===== src/rtl/core/srd_pkg.sv =====
// srd_pkg: shared types and constants for the stick radial deadzone block.
// Word formats, controller command codes and status bundle. No dependencies.
package srd_pkg;

	localparam int APB_ADDR_W = 2;
	localparam int DZ_W       = 14;
	localparam logic [DZ_W-1:0] DZ_RESET = 14'd3277;
	localparam logic [APB_ADDR_W-1:0] ADDR_DEADZONE = '0;

	typedef struct packed {
		logic               stick_select;
		logic signed [15:0] raw_x;
		logic signed [15:0] raw_y;
	} sample_word_t;

	typedef struct packed {
		logic signed [15:0] scaled_x;
		logic signed [15:0] scaled_y;
		logic               dir_left;
		logic               dir_right;
		logic               dir_up;
		logic               dir_down;
	} result_word_t;

	typedef enum logic [3:0] {
		OP_NONE,
		OP_LOAD,
		OP_SQX,
		OP_SQY,
		OP_ROOT_STEP,
		OP_SCALE_INIT,
		OP_DIV_STEP,
		OP_COMP_X_INIT,
		OP_COMP_Y_INIT,
		OP_RESULT,
		OP_RESULT_ZERO
	} op_t;

	typedef struct packed {
		op_t op;
	} cmd_t;

	typedef struct packed {
		logic zero;
		logic out_free;
	} status_t;

endpackage


===== src/rtl/core/srd_ctrl.sv =====
// srd_ctrl: sequencer for the stick deadzone datapath.
// Steps the squares, the root and the three divisions. Uses srd_pkg.
module srd_ctrl #(
	parameter int FRAC_BITS = 14
) (
	input  logic            clk,
	input  logic            arst_n,
	input  logic            sample_valid,
	output logic            sample_ready,
	input  srd_pkg::status_t status,
	output srd_pkg::cmd_t    cmd
);
	import srd_pkg::*;

	localparam int NUM_W = (2*FRAC_BITS+1 > FRAC_BITS+16) ? 2*FRAC_BITS+1 : FRAC_BITS+16;
	localparam int CNT_W = $clog2(NUM_W);

	typedef enum logic [3:0] {
		S_IDLE,
		S_SQX,
		S_SQY,
		S_ROOT,
		S_DECIDE,
		S_DIVS,
		S_COMPX,
		S_DIVX,
		S_COMPY,
		S_DIVY,
		S_FINISH
	} state_t;

	state_t           state_q;
	logic [CNT_W-1:0] cnt_q;
	logic             zero_q;

	always_ff @(posedge clk or negedge arst_n) begin
		if (!arst_n) begin
			state_q <= S_IDLE;
			cnt_q   <= '0;
			zero_q  <= 1'b0;
		end else begin
			unique case (state_q)
				S_IDLE: begin
					if (sample_valid) state_q <= S_SQX;
				end
				S_SQX: state_q <= S_SQY;
				S_SQY: begin
					state_q <= S_ROOT;
					cnt_q   <= CNT_W'(15);
				end
				S_ROOT: begin
					if (cnt_q == '0) state_q <= S_DECIDE;
					else cnt_q <= cnt_q - 1'b1;
				end
				S_DECIDE: begin
					zero_q <= status.zero;
					cnt_q  <= CNT_W'(NUM_W - 1);
					state_q <= status.zero ? S_FINISH : S_DIVS;
				end
				S_DIVS: begin
					if (cnt_q == '0) state_q <= S_COMPX;
					else cnt_q <= cnt_q - 1'b1;
				end
				S_COMPX: begin
					state_q <= S_DIVX;
					cnt_q   <= CNT_W'(NUM_W - 1);
				end
				S_DIVX: begin
					if (cnt_q == '0) state_q <= S_COMPY;
					else cnt_q <= cnt_q - 1'b1;
				end
				S_COMPY: begin
					state_q <= S_DIVY;
					cnt_q   <= CNT_W'(NUM_W - 1);
				end
				S_DIVY: begin
					if (cnt_q == '0) state_q <= S_FINISH;
					else cnt_q <= cnt_q - 1'b1;
				end
				S_FINISH: begin
					if (status.out_free) state_q <= S_IDLE;
				end
				default: state_q <= S_IDLE;
			endcase
		end
	end

	assign sample_ready = (state_q == S_IDLE);

	always_comb begin
		cmd.op = OP_NONE;
		unique case (state_q)
			S_IDLE:   if (sample_valid) cmd.op = OP_LOAD;
			S_SQX:    cmd.op = OP_SQX;
			S_SQY:    cmd.op = OP_SQY;
			S_ROOT:   cmd.op = OP_ROOT_STEP;
			S_DECIDE: if (!status.zero) cmd.op = OP_SCALE_INIT;
			S_DIVS, S_DIVX, S_DIVY: cmd.op = OP_DIV_STEP;
			S_COMPX:  cmd.op = OP_COMP_X_INIT;
			S_COMPY:  cmd.op = OP_COMP_Y_INIT;
			S_FINISH: if (status.out_free) cmd.op = zero_q ? OP_RESULT_ZERO : OP_RESULT;
			default:  cmd.op = OP_NONE;
		endcase
	end

endmodule


===== src/rtl/core/srd_datapath.sv =====
// srd_datapath: shared multiplier, bit-serial root, restoring divider,
// stick position store and result register. Uses srd_pkg.
module srd_datapath #(
	parameter int FRAC_BITS = 14
) (
	input  logic                 clk,
	input  logic                 arst_n,
	input  srd_pkg::cmd_t        cmd,
	output srd_pkg::status_t     status,
	input  srd_pkg::sample_word_t sample,
	input  logic [srd_pkg::DZ_W-1:0] dz,
	output logic                 result_valid,
	input  logic                 result_ready,
	output srd_pkg::result_word_t result
);
	import srd_pkg::*;

	localparam int NUM_W  = (2*FRAC_BITS+1 > FRAC_BITS+16) ? 2*FRAC_BITS+1 : FRAC_BITS+16;
	localparam int DEN_W  = (FRAC_BITS+1 > 16) ? FRAC_BITS+1 : 16;
	localparam int PROD_W = DEN_W + 16;
	localparam int ONE    = 1 << FRAC_BITS;

	// sample magnitudes and signs
	logic              sel_q;
	logic              neg_x_q, neg_y_q;
	logic [15:0]       mag_x_q, mag_y_q;
	// root
	logic [31:0]       rad_q;
	logic [16:0]       rrem_q;
	logic [15:0]       len_q;
	// divider
	logic [NUM_W-1:0]  num_q;
	logic [DEN_W-1:0]  den_q;
	logic [DEN_W-1:0]  drem_q;
	logic [FRAC_BITS:0] scale_q;
	logic signed [15:0] px_q;
	// store
	logic signed [15:0] pos_x_q [2];
	logic signed [15:0] pos_y_q [2];
	logic              out_valid_q;
	result_word_t      out_q;

	logic [15:0]       raw_x_u, raw_y_u;
	logic [DEN_W-1:0]  mul_a;
	logic [15:0]       mul_b;
	logic [PROD_W-1:0] prod;
	logic [18:0]       root_sh, root_trial;
	logic              root_ge;
	logic [DEN_W:0]    div_sh;
	logic              div_ge;
	logic [DEN_W-1:0]  len_e, dz_e, one_e, lc, diff;
	logic [15:0]       q16;
	logic signed [15:0] comp_q;
	logic signed [15:0] new_x, new_y, left_x, left_y;
	logic signed [16:0] d_lr, s_lr;
	logic              nz, dneg, sneg, out_free;

	assign raw_x_u = sample.raw_x;
	assign raw_y_u = sample.raw_y;

	always_comb begin
		mul_a = DEN_W'(mag_x_q);
		mul_b = mag_x_q;
		case (cmd.op)
			OP_SQY: begin
				mul_a = DEN_W'(mag_y_q);
				mul_b = mag_y_q;
			end
			OP_COMP_X_INIT: begin
				mul_a = DEN_W'(num_q[FRAC_BITS:0]);
				mul_b = mag_x_q;
			end
			OP_COMP_Y_INIT: begin
				mul_a = DEN_W'(scale_q);
				mul_b = mag_y_q;
			end
			default: ;
		endcase
	end
	assign prod = PROD_W'(mul_a) * PROD_W'(mul_b);

	assign root_sh    = {rrem_q, rad_q[31:30]};
	assign root_trial = {1'b0, len_q, 2'b01};
	assign root_ge    = (root_sh >= root_trial);

	assign div_sh = {drem_q, num_q[NUM_W-1]};
	assign div_ge = (div_sh >= {1'b0, den_q});

	assign len_e = DEN_W'(len_q);
	assign dz_e  = DEN_W'(dz);
	assign one_e = DEN_W'(ONE);
	assign lc    = (len_e > one_e) ? one_e : len_e;
	assign diff  = lc - dz_e;

	assign status.zero     = !((len_e > dz_e) && (dz_e < one_e));
	assign out_free        = !out_valid_q || result_ready;
	assign status.out_free = out_free;

	// quotient to signed component
	assign q16 = num_q[15:0];
	always_comb begin
		comp_q = (cmd.op == OP_COMP_Y_INIT) ?
			(neg_x_q ? $signed(~q16 + 16'd1) : $signed(q16)) :
			(neg_y_q ? $signed(~q16 + 16'd1) : $signed(q16));
	end

	always_comb begin
		new_x = (cmd.op == OP_RESULT) ? px_q : 16'sd0;
		new_y = (cmd.op == OP_RESULT) ? comp_q : 16'sd0;
		left_x = sel_q ? new_x : pos_x_q[1];
		left_y = sel_q ? new_y : pos_y_q[1];
		d_lr = {left_x[15], left_x} - {left_y[15], left_y};
		s_lr = {left_x[15], left_x} + {left_y[15], left_y};
		dneg = d_lr[16];
		sneg = s_lr[16];
		nz   = (left_x != 16'sd0) || (left_y != 16'sd0);
	end

	always_ff @(posedge clk) begin
		case (cmd.op)
			OP_LOAD: begin
				sel_q   <= sample.stick_select;
				neg_x_q <= raw_x_u[15];
				neg_y_q <= raw_y_u[15];
				mag_x_q <= raw_x_u[15] ? (~raw_x_u + 16'd1) : raw_x_u;
				mag_y_q <= raw_y_u[15] ? (~raw_y_u + 16'd1) : raw_y_u;
			end
			OP_SQX: rad_q <= prod[31:0];
			OP_SQY: begin
				rad_q  <= rad_q + prod[31:0];
				rrem_q <= '0;
				len_q  <= '0;
			end
			OP_ROOT_STEP: begin
				rad_q <= {rad_q[29:0], 2'b00};
				if (root_ge) begin
					rrem_q <= 17'(root_sh - root_trial);
					len_q  <= {len_q[14:0], 1'b1};
				end else begin
					rrem_q <= root_sh[16:0];
					len_q  <= {len_q[14:0], 1'b0};
				end
			end
			OP_SCALE_INIT: begin
				num_q  <= NUM_W'(diff) << FRAC_BITS;
				den_q  <= one_e - dz_e;
				drem_q <= '0;
			end
			OP_DIV_STEP: begin
				num_q  <= {num_q[NUM_W-2:0], div_ge};
				drem_q <= div_ge ? DEN_W'(div_sh - {1'b0, den_q}) : div_sh[DEN_W-1:0];
			end
			OP_COMP_X_INIT: begin
				scale_q <= num_q[FRAC_BITS:0];
				num_q   <= NUM_W'(prod);
				den_q   <= len_e;
				drem_q  <= '0;
			end
			OP_COMP_Y_INIT: begin
				px_q   <= comp_q;
				num_q  <= NUM_W'(prod);
				drem_q <= '0;
			end
			OP_RESULT, OP_RESULT_ZERO: begin
				out_q.scaled_x  <= new_x;
				out_q.scaled_y  <= new_y;
				out_q.dir_left  <= nz && dneg && sneg;
				out_q.dir_right <= nz && !dneg && !sneg;
				out_q.dir_up    <= nz && dneg && !sneg;
				out_q.dir_down  <= nz && !dneg && sneg;
			end
			default: ;
		endcase
	end

	always_ff @(posedge clk or negedge arst_n) begin
		if (!arst_n) begin
			out_valid_q <= 1'b0;
			pos_x_q[0]  <= '0;
			pos_x_q[1]  <= '0;
			pos_y_q[0]  <= '0;
			pos_y_q[1]  <= '0;
		end else begin
			if (cmd.op == OP_RESULT || cmd.op == OP_RESULT_ZERO) begin
				out_valid_q     <= 1'b1;
				pos_x_q[sel_q]  <= new_x;
				pos_y_q[sel_q]  <= new_y;
			end else if (result_ready) begin
				out_valid_q <= 1'b0;
			end
		end
	end

	assign result_valid = out_valid_q;
	assign result       = out_q;

endmodule


===== src/rtl/core/stick_radial_deadzone.sv =====
// stick_radial_deadzone: top level of the two-stick radial deadzone block.
// Instantiates srd_ctrl and srd_datapath, holds the APB deadzone register.
// Uses srd_pkg.
//
// Usage: raw stick words (select, x, y) enter on sample_valid/sample_ready;
// one conditioned word per sample leaves on result_valid/result_ready,
// carrying the new position of the addressed stick and the direction flags
// of the stored left stick.
// One sample is in flight at a time. Outside the deadzone it runs three
// divisions (scale, x, y) through the one-bit-per-cycle restoring divider,
// whose bit count is NUM_W = max(2*FRAC_BITS+1, FRAC_BITS+16); inside the
// deadzone the divisions are skipped. The 16-step root and the divider set
// the time a sample takes. sample_ready rises the cycle after the result
// is loaded, so a waiting result word does not keep the next sample out;
// that sample then holds in its last step until the word has left,
// stalling the input.
// Reset clears both stored positions to zero, empties the result register
// and sets the deadzone to 3277 (0.2). The deadzone is at APB address 0.
module stick_radial_deadzone #(
	parameter int FRAC_BITS = 14
) (
	input  logic                          clk,
	input  logic                          arst_n,
	input  logic                          sample_valid,
	output logic                          sample_ready,
	input  srd_pkg::sample_word_t         sample,
	output logic                          result_valid,
	input  logic                          result_ready,
	output srd_pkg::result_word_t         result,
	input  logic                          psel,
	input  logic                          penable,
	input  logic                          pwrite,
	input  logic [srd_pkg::APB_ADDR_W-1:0] paddr,
	input  logic [31:0]                   pwdata,
	output logic [31:0]                   prdata,
	output logic                          pready
);
	import srd_pkg::*;

	logic [DZ_W-1:0] dz_q;
	cmd_t            cmd;
	status_t         status;

	always_ff @(posedge clk or negedge arst_n) begin
		if (!arst_n) begin
			dz_q <= DZ_RESET;
		end else if (psel && penable && pwrite) begin
			dz_q <= pwdata[DZ_W-1:0];
		end
	end

	assign pready = 1'b1;
	assign prdata = (paddr == ADDR_DEADZONE) ? {(32 - DZ_W)'(0), dz_q} : '0;

	srd_ctrl #(
		.FRAC_BITS(FRAC_BITS)
	) u_ctrl (
		.clk          (clk),
		.arst_n       (arst_n),
		.sample_valid (sample_valid),
		.sample_ready (sample_ready),
		.status       (status),
		.cmd          (cmd)
	);

	srd_datapath #(
		.FRAC_BITS(FRAC_BITS)
	) u_datapath (
		.clk          (clk),
		.arst_n       (arst_n),
		.cmd          (cmd),
		.status       (status),
		.sample       (sample),
		.dz           (dz_q),
		.result_valid (result_valid),
		.result_ready (result_ready),
		.result       (result)
	);

endmodule


===== config.mk =====
export PLATFORM = sky130hd
export DESIGN_NAME = stick_radial_deadzone
export DESIGN_NICKNAME = d
export VERILOG_FILES = /design/src/rtl/core/srd_pkg.sv /design/src/rtl/core/srd_ctrl.sv /design/src/rtl/core/srd_datapath.sv /design/src/rtl/core/stick_radial_deadzone.sv
export SDC_FILE = /design/constraint.sdc
export NUM_CORES = 1
export LEC_CHECK = 0
export BUFFER_PORTS_ARGS = -buffer_cell sky130_fd_sc_hd__buf_2
export CORE_MARGIN = 1
export CORE_UTILIZATION = 64
export CTS_CLUSTER_DIAMETER = 50
export DETAILED_ROUTE_END_ITERATION = 8
export GPL_TIMING_DRIVEN = 1
export PLACE_DENSITY_LB_ADDON = 0.3
export SLEW_MARGIN = 20
export SYNTH_ARGS = -nofsm -noshare
export SYNTH_HDL_FRONTEND = slang
export SYNTH_SLANG_ARGS = --single-unit
export TNS_END_PERCENT = 50

===== constraint.sdc =====
create_clock -name clk -period 12.5 [get_ports clk]
set_clock_uncertainty 0.05 [all_clocks]
set_input_delay 0.625 -clock clk [delete_from_list [all_inputs] [get_ports clk]]
set_output_delay 0.625 -clock clk [all_outputs]
set_load 0.005 [all_outputs]

==> flow_summary.ini <==
[status]
status = complete, but fails checks
violations = design-rule violations

[grt]
grt_max_degree = 58
antenna_found_initial = 0
grt_pass1_vias = 21539
grt_pass1_wl_mm = 111
grt_use_total_pct = 33.4
grt_overflow_total = 0

[timing]
final_hold_viol_count = 0
fin_crit_ns = 11.36
maxSlewHeadroom_pct = 25.9
maxSlewViolCount = 0
rsz0062_at_grt = false
final.setup.tns_ns = 0
finalSetupViolCount = 0
worst_slew_pin_slew_ns = 1.11
fin_crit_sh_pct = 90.9
max_freq_ghz = 0.0880

[setup_path]
reg2reg_depth = 36
cp_slowest_cell = dfrtp_1
required_ns = 12.71
cpMostUsedCell = fa_1
crit_cells = 36
critPathArrivalTime_ns = 11.57
path_buf_inv = 5
critical_path_class = flop to flop
cpPeakStageDelay_ns = 0.70
critPathLaunchType = flop
cp_top_family = adder cells
crit_path_max_fanout = 41
end_kind = flop

[floorplanning]
rows = 74
initial_core_util_pct = 65.1
die_w_um = 206
die_y_um = 206
core_um2 = 41000
die-area_um2 = 42600
ioPinCount = 145

[synth]
synth_edf_count = 229
netlist_area_um2 = 26700
synth_compound_area_share_pct = 12.8
synth_xor_area_share_pct = 4.41
ys_types = 82
yosysSeqAreaShare_pct = 31.1
syn_avg_cell_area_um2 = 9.29
synth_top_family_by_area = adder cells
synthMuxAreaShare_pct = 3.20
ys_ff_latch = 286
ys.flop_type = edfxtp_1
synth_async_sr_flop_share_pct = 19.9
postSynthCellCount = 2874
yosys_warnings = 0
synth_simple_gate_area_share_pct = 15.7
synth_fa_ha_area_share_pct = 25.7

[route]
via_per_inst = 6.17
drc = 24
drt_iter0_drc = 2158
first_pass_iters = 9
wl_per_cell_um = 19.7
num_vias = 21773
ant_nets = 0
routed_wl_mm = 69.5

[clock_network]
clk_latency_ns = 0.54
cts_tree = yes
clk_pin_slew_ns = 0.06
ctsResizeCount = 0
cts_hold_buf = 0
clockRootBuffer = clkbuf_16
clock_sinks = 286
post_cts.repair.setup_buffers = 0
numCtsBuffers = 37
max-clock-path-buffers = 3
cts_max_level = 2

[finish]
diodes = 0
fillers = 2974
multiInputGateArea_um2 = 16600
nets = 3470
area_delta_synth_final_pct = 8.75
regArea_um2 = 8310
drive_above_1_share_pct = 9.29

[placement]
hpwl_mm = 52.9
port_buffers = 107
place.gp.congestion = 1.01

[run]
drv_cap = 0

[hold_path]
hold_path_class = input pin to async pin
==> layer usage <==
layer	track usage [%]	vias to the layer above	part of all wire, %
met3	6.81	191	9.8
met2	55.1	1101	47
met5	0	-	0
met1	43.1	10538	39
li1	-	9943	-
met4	12.9	0	3.9
==> metrics by stage <==
step                hold WS (ns)  setup slack (ns)  cells  util, %  cell area, µm²
floorplan                  0.279              2.81   2891        -           26800
global placement           0.404              1.81   3459     67.8           27800
detailed placement         0.415              1.41   3459     67.8           27800
CTS                        0.193              1.33   3526     70.8           29000
global route               0.198             0.548   3526     70.8           29000
finish                     0.184              1.14   3526     70.8           29000
==> state kept, by name, indices dropped and copies added (netlist names), 4 cells and up <==
name                cells
dz_q                   14
u_ctrl.cnt_q            5
u_ctrl.state_q          4
u_datapath.den_q       16
u_datapath.drem_q      16
u_datapath.len_e       16
u_datapath.mag_x_q     16
u_datapath.mag_y_q     16
u_datapath.num_q       30
u_datapath.pos_x_q     16
u_datapath.pos_y_q     16
u_datapath.px_q        16
u_datapath.rad_q       32
u_datapath.result      36
u_datapath.rrem_q      17
u_datapath.scale_q     15
==> worst register-to-register path: cells and delay by family (launching register included) <==
family	cells	cell delay [ns]
adder cells (fa/ha/maj)	8	3.88
AND/OR/NAND/NOR	9	2.09
buffers and inverters	5	0.31
flip-flops	1	0.70
XOR/XNOR	2	0.53
AO/OA/AOI/OAI	12	3.53
==> cell usage after synthesis (all sizes together) (30+ instances only) <==
cell type / n / area [µm²]
nor3: 68 / 340
buf: 36 / 224
a21o: 30 / 225
dfrtp: 50 / 1250
edfxtp: 229 / 6880
and2: 43 / 269
inv: 359 / 1350
xor2: 34 / 298
a22oi: 32 / 240
o21ai: 141 / 706
mux2i: 46 / 460
nor2b: 35 / 219
mux2: 35 / 394
nor2: 293 / 1100
ha: 233 / 2920
clkbuf: 82 / 308
a21oi: 133 / 677
fa: 197 / 3940
nand2: 349 / 1310
xnor2: 98 / 858
==> kinds of logic (layout without fill, tap and decap cells) <==
family	after synthesis	in the layout
other	2	19
xor gates and xnor gates	133	133
and+or+nand+nor	937	937
buffers and inverters	478	581
AOI/OAI and AO/OA	527	527
adders and majority gates	430	430
muxes	81	81
DFF	286	286
==> area by class of cell <==
class | instances | share of cell area [%]
Sequential cell | 286 | 28.6
Multi-Input combinational cell | 2127 | 57.2
Clock inverter | 20 | 0.698
Inverter | 360 | 4.65
Timing Repair Buffer | 154 | 3.06
Clock buffer | 47 | 3.53
Tap cell | 532 | 2.29
==> worst paths after layout <==
path | slack [ns] | startpoint | to
max in group asynchronous | 11.68 | arst_n | u_datapath.pos_y_q[10]
max | 1.14 | u_ctrl.state_q[1] | u_datapath.rad_q[31]
min | 0.18 | arst_n | dz_q[1]
min reg2reg | 0.43 | u_datapath.pos_y_q[11] | u_datapath.pos_y_q[11]
min in group clk | 0.21 | sample[32] | u_datapath.sel_q
max reg2reg | 1.14 | u_ctrl.state_q[1] | u_datapath.rad_q[31]
==> cells in the final DEF (no fill, tap or decap), drive strengths merged, types with 43 or more instances in the layout <==
cell    Yosys  routed
a21oi     133     133
edfxtp    229     229
nor3       68      68
inv       359     364
o21ai     141     141
and2       43      43
dfrtp      50      50
mux2i      46      46
buf        36     154
xnor2      98      98
ha        233     233
clkbuf     82      47
fa        197     197
nand2     349     349
nor2      293     293
Power is left out: the tool's default activity adds up to more than one toggle a clock period on the data nets, which glitch-free logic cannot reach.
